$ cat src/hdl/mrof_pkg.sv
`default_nettype none
package mrof_pkg;

    typedef enum logic [2:0] {
        ST_IDLE,
        ST_GATHER,
        ST_WAIT,
        ST_RANK,
        ST_SAT,
        ST_OUT
    } state_t;

    // Commands from the controller to the datapath.
    typedef struct packed {
        logic capture;
        logic write_pixel;
        logic gather_start;
        logic gather_step;
        logic rank_start;
        logic rank_step;
        logic sat_step;
        logic load_result;
    } cmd_t;

    // Status from the datapath to the controller.
    typedef struct packed {
        logic is_query;
        logic load_inside;
        logic gather_last;
        logic rank_last;
        logic found;
    } status_t;

    localparam int unsigned PIX_W = 8;
    localparam int unsigned SIZE_W = 9;
    localparam int unsigned MASK_W = 64;
    localparam int unsigned MCELLS = 64;

    localparam logic [2:0] REG_WIDTH = 3'd0;
    localparam logic [2:0] REG_HEIGHT = 3'd1;
    localparam logic [2:0] REG_MASK = 3'd2;
    localparam logic [2:0] REG_CCOL = 3'd3;
    localparam logic [2:0] REG_CROW = 3'd4;
    localparam logic [2:0] REG_RANK = 3'd5;

endpackage
`default_nettype wire

$ cat src/hdl/mrof_ctrl.sv
`default_nettype none
module mrof_ctrl
(
    input  wire logic               clk,
    input  wire logic               rst_n,
    input  wire logic               in_valid,
    output logic                    in_stall,
    output logic                    out_valid,
    input  wire logic               out_stall,
    input  wire mrof_pkg::status_t  status,
    output mrof_pkg::cmd_t          cmd
);

    mrof_pkg::state_t state_reg;
    mrof_pkg::state_t state_next;
    logic             busy_reg;
    logic             busy_next;
    logic             accept;

    assign accept = in_valid && !busy_reg;
    assign in_stall = busy_reg;

    // State register.
    always_ff @(posedge clk or negedge rst_n)
    begin
        if (!rst_n)
        begin
            state_reg <= mrof_pkg::ST_IDLE;
            busy_reg  <= 1'b0;
        end
        else
        begin
            state_reg <= state_next;
            busy_reg  <= busy_next;
        end
    end

    // Next state.
    always_comb
    begin
        state_next = state_reg;
        busy_next  = busy_reg;
        case (state_reg)
            mrof_pkg::ST_IDLE:
            begin
                if (accept)
                begin
                    state_next = mrof_pkg::ST_WAIT;
                    busy_next  = 1'b1;
                end
            end
            mrof_pkg::ST_WAIT:
            begin
                if (status.is_query)
                begin
                    state_next = mrof_pkg::ST_GATHER;
                end
                else
                begin
                    state_next = mrof_pkg::ST_IDLE;
                    busy_next  = 1'b0;
                end
            end
            mrof_pkg::ST_GATHER:
            begin
                if (status.gather_last)
                begin
                    state_next = mrof_pkg::ST_RANK;
                end
            end
            mrof_pkg::ST_RANK:
            begin
                if (status.rank_last)
                begin
                    state_next = mrof_pkg::ST_SAT;
                end
            end
            mrof_pkg::ST_SAT:
            begin
                if (status.found)
                begin
                    state_next = mrof_pkg::ST_OUT;
                end
            end
            mrof_pkg::ST_OUT:
            begin
                if (!out_stall)
                begin
                    state_next = mrof_pkg::ST_IDLE;
                    busy_next  = 1'b0;
                end
            end
            default:
            begin
                state_next = mrof_pkg::ST_IDLE;
                busy_next  = 1'b0;
            end
        endcase
    end

    // Command outputs.
    always_comb
    begin
        cmd = '0;
        out_valid = 1'b0;
        case (state_reg)
            mrof_pkg::ST_IDLE:
            begin
                cmd.capture = accept;
            end
            mrof_pkg::ST_WAIT:
            begin
                cmd.write_pixel  = !status.is_query && status.load_inside;
                cmd.gather_start = status.is_query;
            end
            mrof_pkg::ST_GATHER:
            begin
                cmd.gather_step = 1'b1;
                cmd.rank_start  = status.gather_last;
            end
            mrof_pkg::ST_RANK:
            begin
                cmd.rank_step = 1'b1;
            end
            mrof_pkg::ST_SAT:
            begin
                cmd.sat_step    = 1'b1;
                cmd.load_result = status.found;
            end
            mrof_pkg::ST_OUT:
            begin
                out_valid = 1'b1;
            end
            default:
            begin
                cmd = '0;
            end
        endcase
    end

endmodule
`default_nettype wire

$ cat config.mk
export PLATFORM = sky130hd
export DESIGN_NAME = mrof_ctrl
export DESIGN_NICKNAME = d
export VERILOG_FILES = /design/src/hdl/mrof_pkg.sv /design/src/hdl/mrof_ctrl.sv
export SDC_FILE = /design/constraint.sdc
export NUM_CORES = 1
export LEC_CHECK = 0
export ABC_CLOCK_PERIOD_IN_PS = 1270
export BUFFER_PORTS_ARGS = -buffer_cell sky130_fd_sc_hd__buf_2
export CAP_MARGIN = 20
export CORE_AREA = 2 2 39 41
export DETAILED_ROUTE_END_ITERATION = 16
export DIE_AREA = 0 0 41 43
export PLACE_DENSITY = 0.53
export SYNTH_ARGS = -nofsm -noshare
export SYNTH_HDL_FRONTEND = slang
export SYNTH_SLANG_ARGS = --single-unit
$ cat constraint.sdc
create_clock -name clk -period 1.27 [get_ports clk]
set_clock_uncertainty 0.15 [all_clocks]
set_input_delay 0.254 -clock clk [delete_from_list [all_inputs] [get_ports clk]]
set_output_delay 0.254 -clock clk [all_outputs]
set_load 0.1 [all_outputs]
==> metrics.csv <==
metric,value,unit
fin_nets,84,
vias_per_cell,4.50,
cts_buffers,3,
critical_path_class,flip-flop to output pin,
initial_utilization,0.253,
cp.arrival,1.33,ns
rsz0062_at_grt,yes,
violations,setup timing,
place_ws,-0.227,ns
cts_tree,built,
grt_pass1_wl,1840,um
slew_headroom,0.818,
portBuffers,18,
grt_antenna_before_repair,0,
fin_hold_ws,0.110,ns
synth_area,350,um^2
cp-end-kind,output pin,
insertion_delay,0.23,ns
tightest_slew,0.273,ns
grt_max_degree,9,
hold_class,primary input to flip-flop,
layout-drive-gt1-share,0.797,
slew_violations,0,
fillers,112,
grt_pass1_vias,432,
fp-row-count,14,
largest_reg_flops,3,
slowest_stage,dfrtp_2,
via_count,405,
fp.dieW,41,um
grt_overflow_total,0,
area_delta_synth_final,144,%
finalWorstSetupSlack,-0.466,ns
cts-root-buf,clkbuf_4,
cp_cell_sequence,buf_6 > nor4_4 > buf_12,
dr.pass1.iters,4,
ant_nets,0,
fmax,0.576,GHz
syn_nets,46,
track_usage,0.159,
path_max_fanout,4,
coreArea,0.00138,mm^2
num_antenna_cells,0,
hpwlAfterDp,728,um
crit_required,0.87,ns
multi_input_area,278,um^2
period_needed,1.74,ns
die_area,0.00176,mm^2
clockBufferDepth,2,
clk_pin_slew,0.04,ns
drv_cap,0,
clock-sinks,4,
run_status,finished with violations,
seq_area,105,um^2
synth.distinct_cells,27,
globalplace.congestion,0.844,
routed_wl,1080,um
post-route-drc-count,0,
syn_inst,37,
yosysSeqAreaShare,0.286,
drt_iter0_drc,7,
die_y,43,um
synth-seq-cells,4,
wl_per_cell,12.0,um
setup_viol,13,
ys_warn_count,0,
synth.avg_cell_area,9.47,um^2
hold_violations,0,
finalCritPeriodShare,1.37,
htreeDepth,1,
cp-start-kind,flip-flop,
num_io_pins,19,
critPathMaxStageDelay,0.43,ns
-- layer usage --
metal  GRT usage  vias to the layer above  wire length, um
met5           0                        -                0
met4       0.113                        0                0
met3      0.0366                        0               31
met2       0.256                       14              616
met1       0.167                      182              431
li1            -                      209                -
-- repair_timing --
action	in CTS	in global routing
endpoints found under the setup margin	13	14
pin swaps	3	2
hold endpoints to repair	4	0
buffers inserted	4	1
gates resized for setup	9	3
hold buffers	1	0
-- cells by family (layout without fill, tap and decap cells) --
logic type / count (synthesis) / in the layout / share of synthesized area
DFF: 4 / 4 / 0.286
and+or+nand+nor: 18 / 18 / 0.386
buffers and inverters: 6 / 43 / 0.118
AOI/OAI and AO/OA: 9 / 9 / 0.211
-- through the flow --
step                cell area, um^2   util  setup TNS (ns)  std cells
floorplan                       408      -           -4.03         37
global placement                737  0.533           -1.63         80
detailed placement              737  0.533           -1.73         80
CTS                             833  0.602           -4.08         89
global route                    855  0.618           -4.83         90
finish                          855  0.618           -4.06         90
-- synthesized netlist by cell type --
cell type  count  area share
a211o_2        1       0.029
a21oi_1        3       0.043
a221oi_1       1       0.025
a221oi_2       1       0.043
and2_1         1       0.018
and3_1         1       0.018
and3_4         1       0.032
and3b_1        1       0.025
and4b_1        1       0.029
and4b_4        1       0.039
buf_4          1       0.021
buf_6          2       0.064
dfrtp_1        4        0.29
inv_1          3       0.032
nand2_1        1       0.011
nand2b_1       1       0.018
nand2b_4       1       0.039
nand3_1        1       0.014
nor2_1         3       0.032
nor2b_4        1       0.039
nor3_1         1       0.014
nor4_1         1       0.018
o21ai_0        1       0.014
o21bai_1       1       0.021
o31ai_2        1       0.036
or2_1          1       0.018
or2b_1         1       0.021
-- final cells by class --
type / count / share of cell area
Clock buffer: 4 / 0.0307
Inverter: 3 / 0.0190
Multi-Input combinational cell: 27 / 0.325
Sequential cell: 4 / 0.123
Tap cell: 16 / 0.0234
Timing Repair Buffer: 36 / 0.479
-- critical path, delay by kind of cell, from the launching register on --
kind,cells,cell delay (ns)
buf+inv,2,0.35
flops,1,0.43
simple gates,1,0.31
-- layout by cell type, fill, tap and decap left out, types with 2 or more instances in the layout --
master,instances
and3_4,2
dfrtp_1,2
buf_2,8
clkbuf_4,3
nor2_4,2
buf_12,11
buf_4,11
a221oi_2,2
buf_6,5
a21oi_1,3
-- path summary, 6_finish.rpt --
kind	startpoint	end	slack [ns]	cells past startpoint
setup / recovery	state_reg[2]	cmd[3]	-0.47	3
hold / removal	status[1]	state_reg[2]	0.11	3
setup reg to reg	state_reg[0]	state_reg[0]	-0.11	4
hold reg to reg	in_stall	state_reg[1]	0.50	3
max in group asynchronous	rst_n	state_reg[2]	0.64	2
min in group asynchronous	rst_n	state_reg[0]	0.20	2
Power is left out: the tool's default activity adds up to more than one toggle a clock period on the data nets, which glitch-free logic cannot reach.
